`config.mk`:
```
export PLATFORM = sky130hd
export DESIGN_NAME = audio_fade_pan_envelope
export DESIGN_NICKNAME = d
export VERILOG_FILES = /design/src/hw/rtl/afpe_pkg.sv /design/src/hw/rtl/afpe_front.sv /design/src/hw/rtl/afpe_queue.sv /design/src/hw/rtl/afpe_back.sv /design/src/hw/rtl/audio_fade_pan_envelope.sv
export SDC_FILE = /design/constraint.sdc
export NUM_CORES = 2
export LEC_CHECK = 0
export ABC_AREA = 1
export BUFFER_PORTS_ARGS = -buffer_cell sky130_fd_sc_hd__buf_4
export CORE_MARGIN = 2
export CORE_UTILIZATION = 35
export DETAILED_ROUTE_END_ITERATION = 10
export GPL_TIMING_DRIVEN = 1
export SLEW_MARGIN = 20
export SYNTH_ARGS = -nofsm -noshare
export SYNTH_HDL_FRONTEND = slang
export SYNTH_HIERARCHICAL = 1
export SYNTH_SLANG_ARGS = --single-unit
```
`constraint.sdc`:
```
create_clock -name clk -period 24.5 [get_ports clk]
set_input_delay 1.225 -clock clk [delete_from_list [all_inputs] [get_ports clk]]
set_output_delay 1.225 -clock clk [all_outputs]
set_load 0.05 [all_outputs]
```
`src/hw/rtl/afpe_pkg.sv`:
```
// Shared types, constants and codes for the fade and pan envelope block.
`default_nettype none

package afpe_pkg;

	// Widths of samples and frame counts
	localparam int SAMPLE_BITS = 16;
	localparam int FRAME_BITS  = 30;
	localparam int PROD_BITS   = SAMPLE_BITS + FRAME_BITS;
	localparam int STEP_BITS   = $clog2(SAMPLE_BITS);
	localparam int LANES       = 2;
	localparam int LANE_LEFT   = 0;
	localparam int LANE_RIGHT  = 1;

	// Register indexes of the configuration port
	localparam logic [1:0] REG_EFFECT_MODE   = 2'd0;
	localparam logic [1:0] REG_STEREO        = 2'd1;
	localparam logic [1:0] REG_EFFECT_FRAMES = 2'd2;
	localparam logic [1:0] REG_TOTAL_FRAMES  = 2'd3;

	// Effect codes
	localparam logic [1:0] MODE_FADE_IN  = 2'd0;
	localparam logic [1:0] MODE_FADE_OUT = 2'd1;
	localparam logic [1:0] MODE_PAN      = 2'd2;

	// What the back end does with one channel of a frame
	typedef enum logic [1:0] {
		ACT_PASS  = 2'd0,
		ACT_ZERO  = 2'd1,
		ACT_SCALE = 2'd2
	} act_t;

	typedef struct packed {
		logic signed [SAMPLE_BITS-1:0] sample_left;
		logic signed [SAMPLE_BITS-1:0] sample_right;
		logic                          clip_end;
	} in_word_t;

	typedef struct packed {
		logic signed [SAMPLE_BITS-1:0] out_left;
		logic signed [SAMPLE_BITS-1:0] out_right;
	} out_word_t;

	// Classified frame handed from front end to back end
	typedef struct packed {
		logic [LANES-1:0][SAMPLE_BITS-1:0] sample;
		act_t [LANES-1:0]                  act;
		logic [LANES-1:0][FRAME_BITS-1:0]  k;
		logic [FRAME_BITS-1:0]             n;
	} cmd_t;

	// Handshake between queue and back end
	typedef struct packed {
		logic valid;
		cmd_t cmd;
	} cmd_port_t;

endpackage

`default_nettype wire

```
`src/hw/rtl/afpe_front.sv`:
```
// Front end: configuration registers, frame counter and per-frame classification.
`default_nettype none

module afpe_front (
	input  wire logic                            clk,
	input  wire logic                            arst_n,
	input  wire logic                            cfg_write,
	input  wire logic [1:0]                      cfg_index,
	input  wire logic [afpe_pkg::FRAME_BITS-1:0] cfg_data,
	input  wire logic                            in_valid,
	output logic                                 in_ready,
	input  wire afpe_pkg::in_word_t              in_word,
	output logic                                 push,
	output afpe_pkg::cmd_t                       push_cmd,
	input  wire logic                            queue_full
);
	import afpe_pkg::*;

	logic [1:0]            mode_q;
	logic                  stereo_q;
	logic [FRAME_BITS-1:0] effect_frames_q;
	logic [FRAME_BITS-1:0] total_frames_q;
	logic [FRAME_BITS-1:0] ramp_q;
	logic [FRAME_BITS-1:0] frame_q;

	logic                  f_lt_n;
	logic [FRAME_BITS-1:0] k_pan;
	logic [FRAME_BITS:0]   k_out_w;
	logic                  out_hit;

	// Hold configuration; keep the ramp length as min(effect, total) at write time
	always_ff @(posedge clk or negedge arst_n) begin
		if (!arst_n) begin
			mode_q          <= MODE_FADE_IN;
			stereo_q        <= 1'b1;
			effect_frames_q <= '0;
			total_frames_q  <= '0;
			ramp_q          <= '0;
		end else if (cfg_write) begin
			unique case (cfg_index)
				REG_EFFECT_MODE: begin
					mode_q <= cfg_data[1:0];
				end
				REG_STEREO: begin
					stereo_q <= cfg_data[0];
				end
				REG_EFFECT_FRAMES: begin
					effect_frames_q <= cfg_data;
					ramp_q <= (cfg_data < total_frames_q) ? cfg_data : total_frames_q;
				end
				REG_TOTAL_FRAMES: begin
					total_frames_q <= cfg_data;
					ramp_q <= (effect_frames_q < cfg_data) ? effect_frames_q : cfg_data;
				end
				default: begin
				end
			endcase
		end
	end

	assign in_ready = !queue_full;
	assign push     = in_valid && in_ready;

	// Advance the frame counter, restart after the last frame of a clip
	always_ff @(posedge clk or negedge arst_n) begin
		if (!arst_n) begin
			frame_q <= '0;
		end else if (push) begin
			frame_q <= in_word.clip_end ? '0 : frame_q + FRAME_BITS'(1);
		end
	end

	// Classify the frame: gain numerator per channel, or pass, or zero
	always_comb begin
		f_lt_n  = frame_q < ramp_q;
		k_pan   = ramp_q - frame_q - FRAME_BITS'(1);
		k_out_w = {1'b0, total_frames_q} - {1'b0, frame_q} - (FRAME_BITS+1)'(1);
		out_hit = !k_out_w[FRAME_BITS] && (k_out_w[FRAME_BITS-1:0] < ramp_q);

		push_cmd                    = '0;
		push_cmd.sample[LANE_LEFT]  = in_word.sample_left;
		push_cmd.sample[LANE_RIGHT] = in_word.sample_right;
		push_cmd.act[LANE_LEFT]     = ACT_PASS;
		push_cmd.act[LANE_RIGHT]    = ACT_PASS;
		push_cmd.n                  = ramp_q;

		unique case (mode_q)
			MODE_FADE_IN: begin
				if (f_lt_n) begin
					push_cmd.act[LANE_LEFT]  = ACT_SCALE;
					push_cmd.k[LANE_LEFT]    = frame_q;
					push_cmd.k[LANE_RIGHT]   = frame_q;
					if (stereo_q) begin
						push_cmd.act[LANE_RIGHT] = ACT_SCALE;
					end
				end
			end
			MODE_FADE_OUT: begin
				if (out_hit) begin
					push_cmd.act[LANE_LEFT]  = ACT_SCALE;
					push_cmd.k[LANE_LEFT]    = k_out_w[FRAME_BITS-1:0];
					push_cmd.k[LANE_RIGHT]   = k_out_w[FRAME_BITS-1:0];
					if (stereo_q) begin
						push_cmd.act[LANE_RIGHT] = ACT_SCALE;
					end
				end
			end
			MODE_PAN: begin
				if (stereo_q) begin
					if (f_lt_n) begin
						push_cmd.act[LANE_LEFT]  = ACT_SCALE;
						push_cmd.act[LANE_RIGHT] = ACT_SCALE;
						push_cmd.k[LANE_LEFT]    = k_pan;
						push_cmd.k[LANE_RIGHT]   = frame_q;
					end else begin
						push_cmd.act[LANE_LEFT]  = ACT_ZERO;
					end
				end
			end
			default: begin
			end
		endcase
	end

endmodule

`default_nettype wire

```
`src/hw/rtl/afpe_queue.sv`:
```
// Two-entry command queue between front end and back end.
`default_nettype none

module afpe_queue (
	input  wire logic                clk,
	input  wire logic                arst_n,
	input  wire logic                push,
	input  wire afpe_pkg::cmd_t      push_cmd,
	output logic                     full,
	output afpe_pkg::cmd_port_t      head,
	input  wire logic                pop
);
	import afpe_pkg::*;

	cmd_t       entry_q [2];
	logic       wr_ptr_q;
	logic       rd_ptr_q;
	logic [1:0] count_q;

	assign full       = count_q == 2'd2;
	assign head.valid = count_q != 2'd0;
	assign head.cmd   = entry_q[rd_ptr_q];

	// Write entry data
	always_ff @(posedge clk) begin
		if (push) begin
			entry_q[wr_ptr_q] <= push_cmd;
		end
	end

	// Advance pointers and track fill
	always_ff @(posedge clk or negedge arst_n) begin
		if (!arst_n) begin
			wr_ptr_q <= 1'b0;
			rd_ptr_q <= 1'b0;
			count_q  <= 2'd0;
		end else begin
			if (push) begin
				wr_ptr_q <= !wr_ptr_q;
			end
			if (pop) begin
				rd_ptr_q <= !rd_ptr_q;
			end
			unique case ({push, pop})
				2'b10:   count_q <= count_q + 2'd1;
				2'b01:   count_q <= count_q - 2'd1;
				default: count_q <= count_q;
			endcase
		end
	end

endmodule

`default_nettype wire

```
`src/hw/rtl/afpe_back.sv`:
```
// Back end: multiply and restoring divide per channel, then the output register.
`default_nettype none

module afpe_back (
	input  wire logic                clk,
	input  wire logic                arst_n,
	input  wire afpe_pkg::cmd_port_t head,
	output logic                     pop,
	output logic                     out_valid,
	input  wire logic                out_ready,
	output afpe_pkg::out_word_t      out_word
);
	import afpe_pkg::*;

	typedef enum logic [3:0] {
		B_IDLE = 4'b0001,
		B_MUL  = 4'b0010,
		B_DIV  = 4'b0100,
		B_PUT  = 4'b1000
	} bstate_t;

	bstate_t               state_q;
	cmd_t                  cmd_q;
	logic [STEP_BITS-1:0]  step_q;
	logic [FRAME_BITS-1:0] rem_q [LANES];
	logic [SAMPLE_BITS-1:0] lo_q [LANES];
	logic [LANES-1:0]      neg_q;
	logic                  out_valid_q;
	out_word_t             out_word_q;

	logic [SAMPLE_BITS-1:0] mag     [LANES];
	logic [PROD_BITS-1:0]   prod    [LANES];
	logic [FRAME_BITS:0]    trial   [LANES];
	logic [LANES-1:0]       fits;
	logic [SAMPLE_BITS-1:0] result  [LANES];
	logic                   load_out;

	assign pop      = (state_q == B_IDLE) && head.valid;
	assign load_out = (state_q == B_PUT) && (!out_valid_q || out_ready);

	// Magnitudes, products, division trial and final sign per lane
	always_comb begin
		for (int i = 0; i < LANES; i++) begin
			mag[i]   = cmd_q.sample[i][SAMPLE_BITS-1] ? (~cmd_q.sample[i] + SAMPLE_BITS'(1))
				: cmd_q.sample[i];
			prod[i]  = PROD_BITS'(mag[i]) * PROD_BITS'(cmd_q.k[i]);
			trial[i] = {rem_q[i], lo_q[i][SAMPLE_BITS-1]};
			fits[i]  = trial[i] >= {1'b0, cmd_q.n};
			unique case (cmd_q.act[i])
				ACT_SCALE: result[i] = neg_q[i] ? (~lo_q[i] + SAMPLE_BITS'(1)) : lo_q[i];
				ACT_ZERO:  result[i] = '0;
				default:   result[i] = cmd_q.sample[i];
			endcase
		end
	end

	// Sequence one frame: take, multiply, divide, deliver
	always_ff @(posedge clk or negedge arst_n) begin
		if (!arst_n) begin
			state_q <= B_IDLE;
			step_q  <= '0;
		end else begin
			unique case (state_q)
				B_IDLE: begin
					if (head.valid) begin
						state_q <= B_MUL;
					end
				end
				B_MUL: begin
					step_q  <= STEP_BITS'(SAMPLE_BITS - 1);
					state_q <= B_DIV;
				end
				B_DIV: begin
					step_q <= step_q - STEP_BITS'(1);
					if (step_q == '0) begin
						state_q <= B_PUT;
					end
				end
				B_PUT: begin
					if (load_out) begin
						state_q <= B_IDLE;
					end
				end
				default: begin
					state_q <= B_IDLE;
				end
			endcase
		end
	end

	// Datapath registers: command, remainder and quotient per lane
	always_ff @(posedge clk) begin
		if (pop) begin
			cmd_q <= head.cmd;
		end
		for (int i = 0; i < LANES; i++) begin
			if (state_q == B_MUL) begin
				rem_q[i] <= prod[i][PROD_BITS-1:SAMPLE_BITS];
				lo_q[i]  <= prod[i][SAMPLE_BITS-1:0];
				neg_q[i] <= cmd_q.sample[i][SAMPLE_BITS-1];
			end else if (state_q == B_DIV) begin
				if (fits[i]) begin
					rem_q[i] <= FRAME_BITS'(trial[i] - {1'b0, cmd_q.n});
					lo_q[i]  <= {lo_q[i][SAMPLE_BITS-2:0], 1'b1};
				end else begin
					rem_q[i] <= trial[i][FRAME_BITS-1:0];
					lo_q[i]  <= {lo_q[i][SAMPLE_BITS-2:0], 1'b0};
				end
			end
		end
	end

	// Hold the finished word until taken
	always_ff @(posedge clk or negedge arst_n) begin
		if (!arst_n) begin
			out_valid_q <= 1'b0;
		end else if (load_out) begin
			out_valid_q <= 1'b1;
		end else if (out_ready) begin
			out_valid_q <= 1'b0;
		end
	end

	always_ff @(posedge clk) begin
		if (load_out) begin
			out_word_q.out_left  <= result[LANE_LEFT];
			out_word_q.out_right <= result[LANE_RIGHT];
		end
	end

	assign out_valid = out_valid_q;
	assign out_word  = out_word_q;

endmodule

`default_nettype wire

```
`src/hw/rtl/audio_fade_pan_envelope.sv`:
```
// Top level of the linear fade-in, fade-out and pan envelope.
//
//  channel  | handshake              | payload
//  ---------+------------------------+-------------------------------------
//  cfg      | cfg_write              | cfg_index (2 b), cfg_data (30 b)
//  in       | in_valid / in_ready    | in_word: sample_left, sample_right, clip_end
//  out      | out_valid / out_ready  | out_word: out_left, out_right
//
// Each frame passes through the back end in order: take a command, do the multiply,
// run one divider step per quotient bit, then load the output register. The back end
// takes a new command only once the last word is loaded into the output register.
// The front end accepts up to two frames ahead into its queue while the back end works.
// Reset clears all control state and restores register reset values; no clearing pass.
// A stalled output holds its word and the back end waits; the queue then fills and
// in_ready drops.
`default_nettype none

module audio_fade_pan_envelope (
	input  wire logic                            clk,
	input  wire logic                            arst_n,
	input  wire logic                            cfg_write,
	input  wire logic [1:0]                      cfg_index,
	input  wire logic [afpe_pkg::FRAME_BITS-1:0] cfg_data,
	input  wire logic                            in_valid,
	output logic                                 in_ready,
	input  wire afpe_pkg::in_word_t              in_word,
	output logic                                 out_valid,
	input  wire logic                            out_ready,
	output afpe_pkg::out_word_t                  out_word
);
	import afpe_pkg::*;

	logic      push;
	cmd_t      push_cmd;
	logic      queue_full;
	cmd_port_t head;
	logic      pop;

	afpe_front u_front (
		.clk        (clk),
		.arst_n     (arst_n),
		.cfg_write  (cfg_write),
		.cfg_index  (cfg_index),
		.cfg_data   (cfg_data),
		.in_valid   (in_valid),
		.in_ready   (in_ready),
		.in_word    (in_word),
		.push       (push),
		.push_cmd   (push_cmd),
		.queue_full (queue_full)
	);

	afpe_queue u_queue (
		.clk      (clk),
		.arst_n   (arst_n),
		.push     (push),
		.push_cmd (push_cmd),
		.full     (queue_full),
		.head     (head),
		.pop      (pop)
	);

	afpe_back u_back (
		.clk       (clk),
		.arst_n    (arst_n),
		.head      (head),
		.pop       (pop),
		.out_valid (out_valid),
		.out_ready (out_ready),
		.out_word  (out_word)
	);

endmodule

`default_nettype wire

```
* Yosys cells after proc, flatten, opt, wreduce, memory -nomap -nowiden
Memory sizes are Yosys's and may differ from the RTL's. A register that Yosys moved wholly into a read port is not among the register bits.
Index checks and enable logic that the tools add are counted.
** Storage, ports and cells
- Output and inout port bits :: 34
- Memory bits (writable) :: 344
- Register bits :: 170
- Memories kept :: 3
** Memories
- u_queue.entry_q :: depth 2, bits a word 126, rd ports 1, clocked after memory_dff 1, wr ports 1, line afpe_queue.sv:15 : cmd_t entry_q [2];
- u_back.rem_q :: depth 2, bits a word 30, rd ports 2, clocked after memory_dff 0, wr ports 2, line afpe_back.sv:25 : logic [FRAME_BITS-1:0] rem_q [LANES];
- u_back.lo_q :: depth 2, bits a word 16, rd ports 2, clocked after memory_dff 0, wr ports 2, line afpe_back.sv:26 : logic [SAMPLE_BITS-1:0] lo_q [LANES];
** Cells by class
- Equality and inequality tests :: 19
- Magnitude comparators :: 6
- Multiplexer cells :: 54
- Add/sub/neg operators :: 14
- Bitwise logic cells :: 12
- Reductions and logical operators :: 24
- Multiply operators :: 2
** Operator list (count)
- two-way mux 30 bit :: 7
- two-way mux 64 bit :: 3
- case mux 64 bit (3 select lines) :: 1
- two-way mux 16 bit :: 8
- < comparator 30 bit :: 4
- multiplier 16 x 30 -> 46 bit :: 2
- subtractor 30 bit :: 3
- adder 16 x 1 -> 16 bit, second input constant :: 4
- NOT 16 bit :: 4
- case mux 16 bit (2 select lines) :: 2
- >= comparator 31 x 30 -> 1 bit :: 2
- two-way mux 60 bit :: 1
- case mux 30 bit (2 select lines) :: 1
- subtractor 30 x 30 -> 31 bit :: 1
- subtractor 31 x 1 -> 31 bit, second input constant :: 1
- adder 30 x 1 -> 30 bit, second input constant :: 1
- subtractor 30 x 1 -> 30 bit, second input constant :: 1
- two-way mux 1 bit :: 22
- case mux 4 bit (4 select lines) :: 1
- equality test 2 bit, second input constant :: 7
- two-way mux 4 bit :: 3
- equality test 2 x 1 -> 1 bit, second input constant :: 5
- AND reduction 2 bit :: 5
- nonzero test 2 bit :: 5
- 18 further kinds :: 37

* Depth between registers and ports, before layout
- Word-level depth :: 7
- Mapped depth :: 38

* Hierarchy
Netlist, hierarchy kept.
** By module, submodules not included
- afpe_back :: cells an instance 6423, seq. area each 7793.7 um^2, area each 48103.6 um^2, times used 1
- afpe_front :: cells an instance 2450, seq. area each 3079.2 um^2, area each 14742.9 um^2, times used 1
- afpe_queue :: cells an instance 682, seq. area each 7667.4 um^2, area each 9755.6 um^2, times used 1

* Worst setup path after synthesis
OpenSTA, ideal clock, no wires.
- Path kind :: flip-flop to flip-flop
- Start :: register u_back.state_q[1]
- End :: register u_queue.count_q[1]
- Clock period less this slack :: 14.717 ns
- Arrival time :: 14.600 ns
- Stages on the path, launching flop included :: 7
- Library setup time :: 0.117 ns
- Path slack :: 9.783 ns
- Buffers on the path :: 0
- Data required time :: 24.383 ns
- Cells stage by stage :: dfrtp_1 > nor4_1 > ha_1 > inv_1 > nand3_1 > nand2_1 > nand2_1
** On the way
- Cells in the longest elaborated chain, start to end :: 4
** RTL lines
- start: declaration :: line afpe_back.sv:22 : bstate_t state_q;
- start signal: assignment :: line afpe_back.sv:60 : state_q <= B_IDLE;
- start signal: assignment :: line afpe_back.sv:66 : state_q <= B_MUL;
- start signal: assignment :: line afpe_back.sv:71 : state_q <= B_DIV;
- equality test 4 x 1 -> 1 bit * :: line afpe_back.sv:38 : assign pop = (state_q == B_IDLE) && head.valid;
- logical AND 1 bit * :: line afpe_back.sv:38
- named net pop :: line audio_fade_pan_envelope.sv:37 : logic pop;
- equality test 2 x 1 -> 1 bit / equality test 2 bit (equally long branches) :: line afpe_queue.sv:44 : unique case ({push, pop})
- case mux 2 bit (2 select lines) / nonzero test 2 bit (equally long branches)
- end signal: assignment :: line afpe_queue.sv:45 : 2'b10: count_q <= count_q + 2'd1;
- end signal: assignment :: line afpe_queue.sv:46 : 2'b01: count_q <= count_q - 2'd1;
- end signal: assignment :: line afpe_queue.sv:47 : default: count_q <= count_q;
- end: declaration :: line afpe_queue.sv:18 : logic [1:0] count_q;
Mark *: on every way through the listed nets, which the timed path passes. The rest lies on a longest branch.
A chain may end at the register's enable or synchronous reset.

==> impl_metrics.prom <==
# TYPE chip_impl_metric gauge
chip_impl_info{name="run_status",value="finished, final reports clean"} 1
chip_impl_metric{name="die_height",unit="um"} 459
chip_impl_info{name="ctsRootBufferMaster",value="sky130_fd_sc_hd__clkbuf_16"} 1
chip_impl_metric{name="route.detailed.drc",unit=""} 0
chip_impl_metric{name="finalMaxSlewViolations",unit=""} 0
chip_impl_info{name="crit_type",value="flip-flop to flip-flop"} 1
chip_impl_metric{name="gr-total-overflow",unit=""} 0
chip_impl_metric{name="syn_inst",unit=""} 9555
chip_impl_metric{name="share_of_post_route_cells_with_drive_strength_above_1",unit="%"} 4.48
chip_impl_info{name="critPathCaptureType",value="flip-flop"} 1
chip_impl_metric{name="synth_area_per_cell",unit="um2"} 7.60
chip_impl_metric{name="postSynthNetCount",unit=""} 10900
chip_impl_metric{name="grt_util_overall",unit="%"} 23.5
chip_impl_metric{name="timing.final.crit_share",unit="%"} 34.3
chip_impl_metric{name="antenna_found_initial",unit=""} 10
chip_impl_metric{name="final_core_util",unit="%"} 37.9
chip_impl_metric{name="clock_latency",unit="ns"} 0.72
chip_impl_metric{name="post-synth-top-area-fraction",unit="%"} 21.6
chip_impl_metric{name="holdWs",unit="ns"} 0.489
chip_impl_metric{name="number_of_global_route_vias_before_repair",unit=""} 61400
chip_impl_metric{name="finalNetCount",unit=""} 10800
chip_impl_metric{name="final.setup.worst_slack",unit="ns"} 16.10
chip_impl_metric{name="yosysSeqAreaShare",unit="%"} 25.5
chip_impl_metric{name="io_buffer_count",unit=""} 103
chip_impl_metric{name="final_estimated_routing_congestion_in_global_placement",unit=""} 0.959
chip_impl_info{name="yosys.cell_count.top_type",value="sky130_fd_sc_hd__nand2_1"} 1
chip_impl_metric{name="hpwlAfterDp",unit="um"} 201000
chip_impl_metric{name="chipWidth",unit="um"} 459
chip_impl_metric{name="syn_to_final_growth",unit="%"} 7.98
chip_impl_metric{name="ys_async_sr_fraction",unit="%"} 21.3
chip_impl_metric{name="setup-tns-final",unit="ns"} 0
chip_impl_metric{name="period_minus_slack",unit="ns"} 8.40
chip_impl_metric{name="worst_slew_pin_slew",unit="ns"} 1.17
chip_impl_metric{name="design.core.area",unit="um2"} 207000
chip_impl_metric{name="synth_seq_cells",unit=""} 640
chip_impl_metric{name="grt_first_pass_wirelength",unit="um"} 376000
chip_impl_metric{name="drt_wl_total",unit="um"} 248000
chip_impl_metric{name="cts-root-to-sink-buffers",unit=""} 3
chip_impl_info{name="startpoint_types",value="flip-flop"} 1
chip_impl_metric{name="yosys_warnings",unit=""} 6
chip_impl_metric{name="fin_worst_skew",unit="ns"} 0.0437
chip_impl_metric{name="critPathRequiredTime",unit="ns"} 24.95
chip_impl_metric{name="synth_edf_count",unit=""} 504
chip_impl_metric{name="setup_viol_count_final",unit=""} 0
chip_impl_metric{name="floorplan.io_pins",unit=""} 104
chip_impl_metric{name="maximum_capacitance_violations",unit=""} 0
chip_impl_metric{name="filler_cell_count",unit=""} 21500
chip_impl_info{name="rsz0062_at_grt",value="no"} 1
chip_impl_metric{name="ctsResizeCount",unit=""} 0
chip_impl_metric{name="dr_total_vias",unit=""} 61600
chip_impl_metric{name="floorplan.initialDensity",unit="%"} 35.1
chip_impl_metric{name="antenna_violating_nets_remaining",unit=""} 0
chip_impl_metric{name="post_cts_hold_buffer_count",unit=""} 0
chip_impl_metric{name="syn-cell-area",unit="um2"} 72600
chip_impl_metric{name="drt-vias-per-instance",unit=""} 5.02
chip_impl_metric{name="num_rows",unit=""} 167
chip_impl_metric{name="slew_headroom",unit="%"} 21.9
chip_impl_metric{name="detailedRoute.firstIterationViolations",unit=""} 5319
chip_impl_metric{name="timing.fmax",unit="MHz"} 119
chip_impl_metric{name="detailedPlace.worstSlack",unit="ns"} 16.17
chip_impl_metric{name="timing.final.hold_violations",unit=""} 0
chip_impl_metric{name="clk_pin_slew_worst_paths",unit="ns"} 0.06
chip_impl_metric{name="die_area",unit="um2"} 211000
chip_impl_metric{name="wl_per_cell",unit="um"} 20.2
chip_impl_metric{name="ys_types",unit=""} 60
chip_impl_metric{name="cp_data_arrival_time",unit="ns"} 8.85
chip_impl_metric{name="numClockSinks",unit=""} 640
chip_impl_info{name="netlist.top_cell.by_area",value="sky130_fd_sc_hd__fa_1"} 1
chip_impl_info{name="hold_path_class",value="flip-flop to flip-flop"} 1
chip_impl_metric{name="grt_start_max_net_pins",unit=""} 105
chip_impl_info{name="yosys-top-cells-area",value="sky130_fd_sc_hd__fa_1 (22%), sky130_fd_sc_hd__edfxtp_1 (21%), sky130_fd_sc_hd__nand2_1 (15%)"} 1
chip_impl_metric{name="postCtsSetupBuffers",unit=""} 0
chip_impl_info{name="tritoncts_clock_tree",value="yes"} 1
chip_impl_metric{name="timing.critical_path.fanout_max",unit=""} 21
chip_impl_metric{name="pre_antenna_drt_iters",unit=""} 6
chip_impl_info{name="critical_path_slowest_stage_cell",value="sky130_fd_sc_hd__nand2_1"} 1
chip_impl_metric{name="critPathMaxStageDelay",unit="ns"} 0.81
chip_impl_info{name="synth_flop_cell",value="sky130_fd_sc_hd__edfxtp_1"} 1
chip_impl_info{name="ys_top_cells_by_count",value="sky130_fd_sc_hd__nand2_1 (2923), sky130_fd_sc_hd__inv_1 (2088), sky130_fd_sc_hd__fa_1 (784), sky130_fd_sc_hd__nor2_1 (705), sky130_fd_sc_hd__nand3_1 (520)"} 1
chip_impl_metric{name="cts_max_level",unit=""} 3
chip_impl_metric{name="tritoncts_buffers",unit=""} 80
==> flip-flops by register name, indices dropped and copies added, names as in the netlist, 2 cells and up <==
| register | cells |
|---|---|
| u_front/frame_q | 30 |
| u_queue/count_q | 2 |
| u_back/state_q | 4 |
| u_front/effect_frames_q | 30 |
| u_back/out_word | 32 |
| u_queue/entry_q | 252 |
| u_back/lo_q | 32 |
| u_front/ramp_q | 30 |
| u_back/rem_q | 60 |
| u_back/neg_q | 2 |
| u_front/mode_q | 2 |
| u_front/total_frames_q | 30 |
| u_back/cmd_q | 126 |
| u_back/step_q | 4 |
==> layout make-up <==
type	instances	area (um2)	area share, %
repair buffers	155	1180	1.50
inverters	2119	7960	10.2
multi-input cells	6500	44700	57.0
well taps	2704	3380	4.32
clock buffers	97	2110	2.69
clock inverters	49	546	0.696
flip-flops and latches	640	18500	23.7
diodes	7	17.5	0.0223
==> per-stage QoR <==
stage                     cell area, um2  cells
after floorplan                    72600   9555
after global placement             75700  12100
after detailed placement           75700  12100
after CTS                          78400  12300
after global routing               78400  12300
final                              78400  12300
==> kinds of logic after synthesis <==
| logic type | count (synthesis) | share of synthesized area, % |
|---|---|---|
| xor gates and xnor gates | 99 | 1.22 |
| adders and majority gates | 1265 | 29.9 |
| DFF | 640 | 25.5 |
| AOI/OAI and AO/OA | 706 | 5.43 |
| and+or+nand+nor | 4429 | 24.9 |
| buffers and inverters | 2415 | 13.0 |
| other | 1 | 0.00517 |
==> routing by layer <==
metal / routed length, um / share of wire [%] / track usage, % / vias up
met5: 34 / 0.014 / 0 / -
met1: 109000 / 44 / 32.2 / 29900
met4: 11100 / 4.5 / 9.66 / 4
met3: 18200 / 7.3 / 3.71 / 413
met2: 110000 / 44 / 37.0 / 2295
li1: - / - / - / 28900
==> worst paths after layout <==
| path | start | to | slack, ns | cells after the start |
|---|---|---|---|---|
| worst max-delay path | u_back/cmd_q[94] | u_back/rem_q[0][29] | 16.10 | 31 |
| worst min-delay path | u_front/effect_frames_q[0] | u_front/effect_frames_q[0] | 0.49 | 2 |
| worst max register to register | u_back/cmd_q[94] | u_back/rem_q[0][29] | 16.10 | 31 |
| worst min register to register | u_front/effect_frames_q[0] | u_front/effect_frames_q[0] | 0.49 | 2 |
| max in group asynchronous | arst_n | u_queue/rd_ptr_q | 22.33 | 2 |
| min in group asynchronous | arst_n | u_front/effect_frames_q[13] | 0.57 | 1 |
==> cell usage in the layout (no fill, tap or decap), types with 23 or more instances in the layout <==
cell type,instances
sky130_fd_sc_hd__nand2_1,2921
sky130_fd_sc_hd__inv_1,2084
sky130_fd_sc_hd__fa_1,784
sky130_fd_sc_hd__nor2_1,702
sky130_fd_sc_hd__nand3_1,520
sky130_fd_sc_hd__edfxtp_1,504
sky130_fd_sc_hd__ha_1,481
sky130_fd_sc_hd__o21ai_0,294
sky130_fd_sc_hd__a21oi_1,251
sky130_fd_sc_hd__buf_4,153
sky130_fd_sc_hd__dfrtp_1,133
sky130_fd_sc_hd__clkbuf_16,82
sky130_fd_sc_hd__nand4_1,79
sky130_fd_sc_hd__nor3_1,63
sky130_fd_sc_hd__xor2_1,62
sky130_fd_sc_hd__nand3b_1,45
sky130_fd_sc_hd__o21ai_2,43
sky130_fd_sc_hd__xnor2_1,35
sky130_fd_sc_hd__o21bai_1,33
sky130_fd_sc_hd__or2_2,26
sky130_fd_sc_hd__o22ai_1,24
sky130_fd_sc_hd__clkinv_1,23
==> critical path, delay by kind of cell, from the launching register on <==
family,cells,cell delay (ns)
simple gates,16,3.28
buf+inv,6,0.72
compound gates,1,0.11
flops,1,0.41
fa+ha+maj,8,3.60
Power is left out: the tool's default activity adds up to more than one toggle a clock period on the data nets, which glitch-free logic cannot reach.
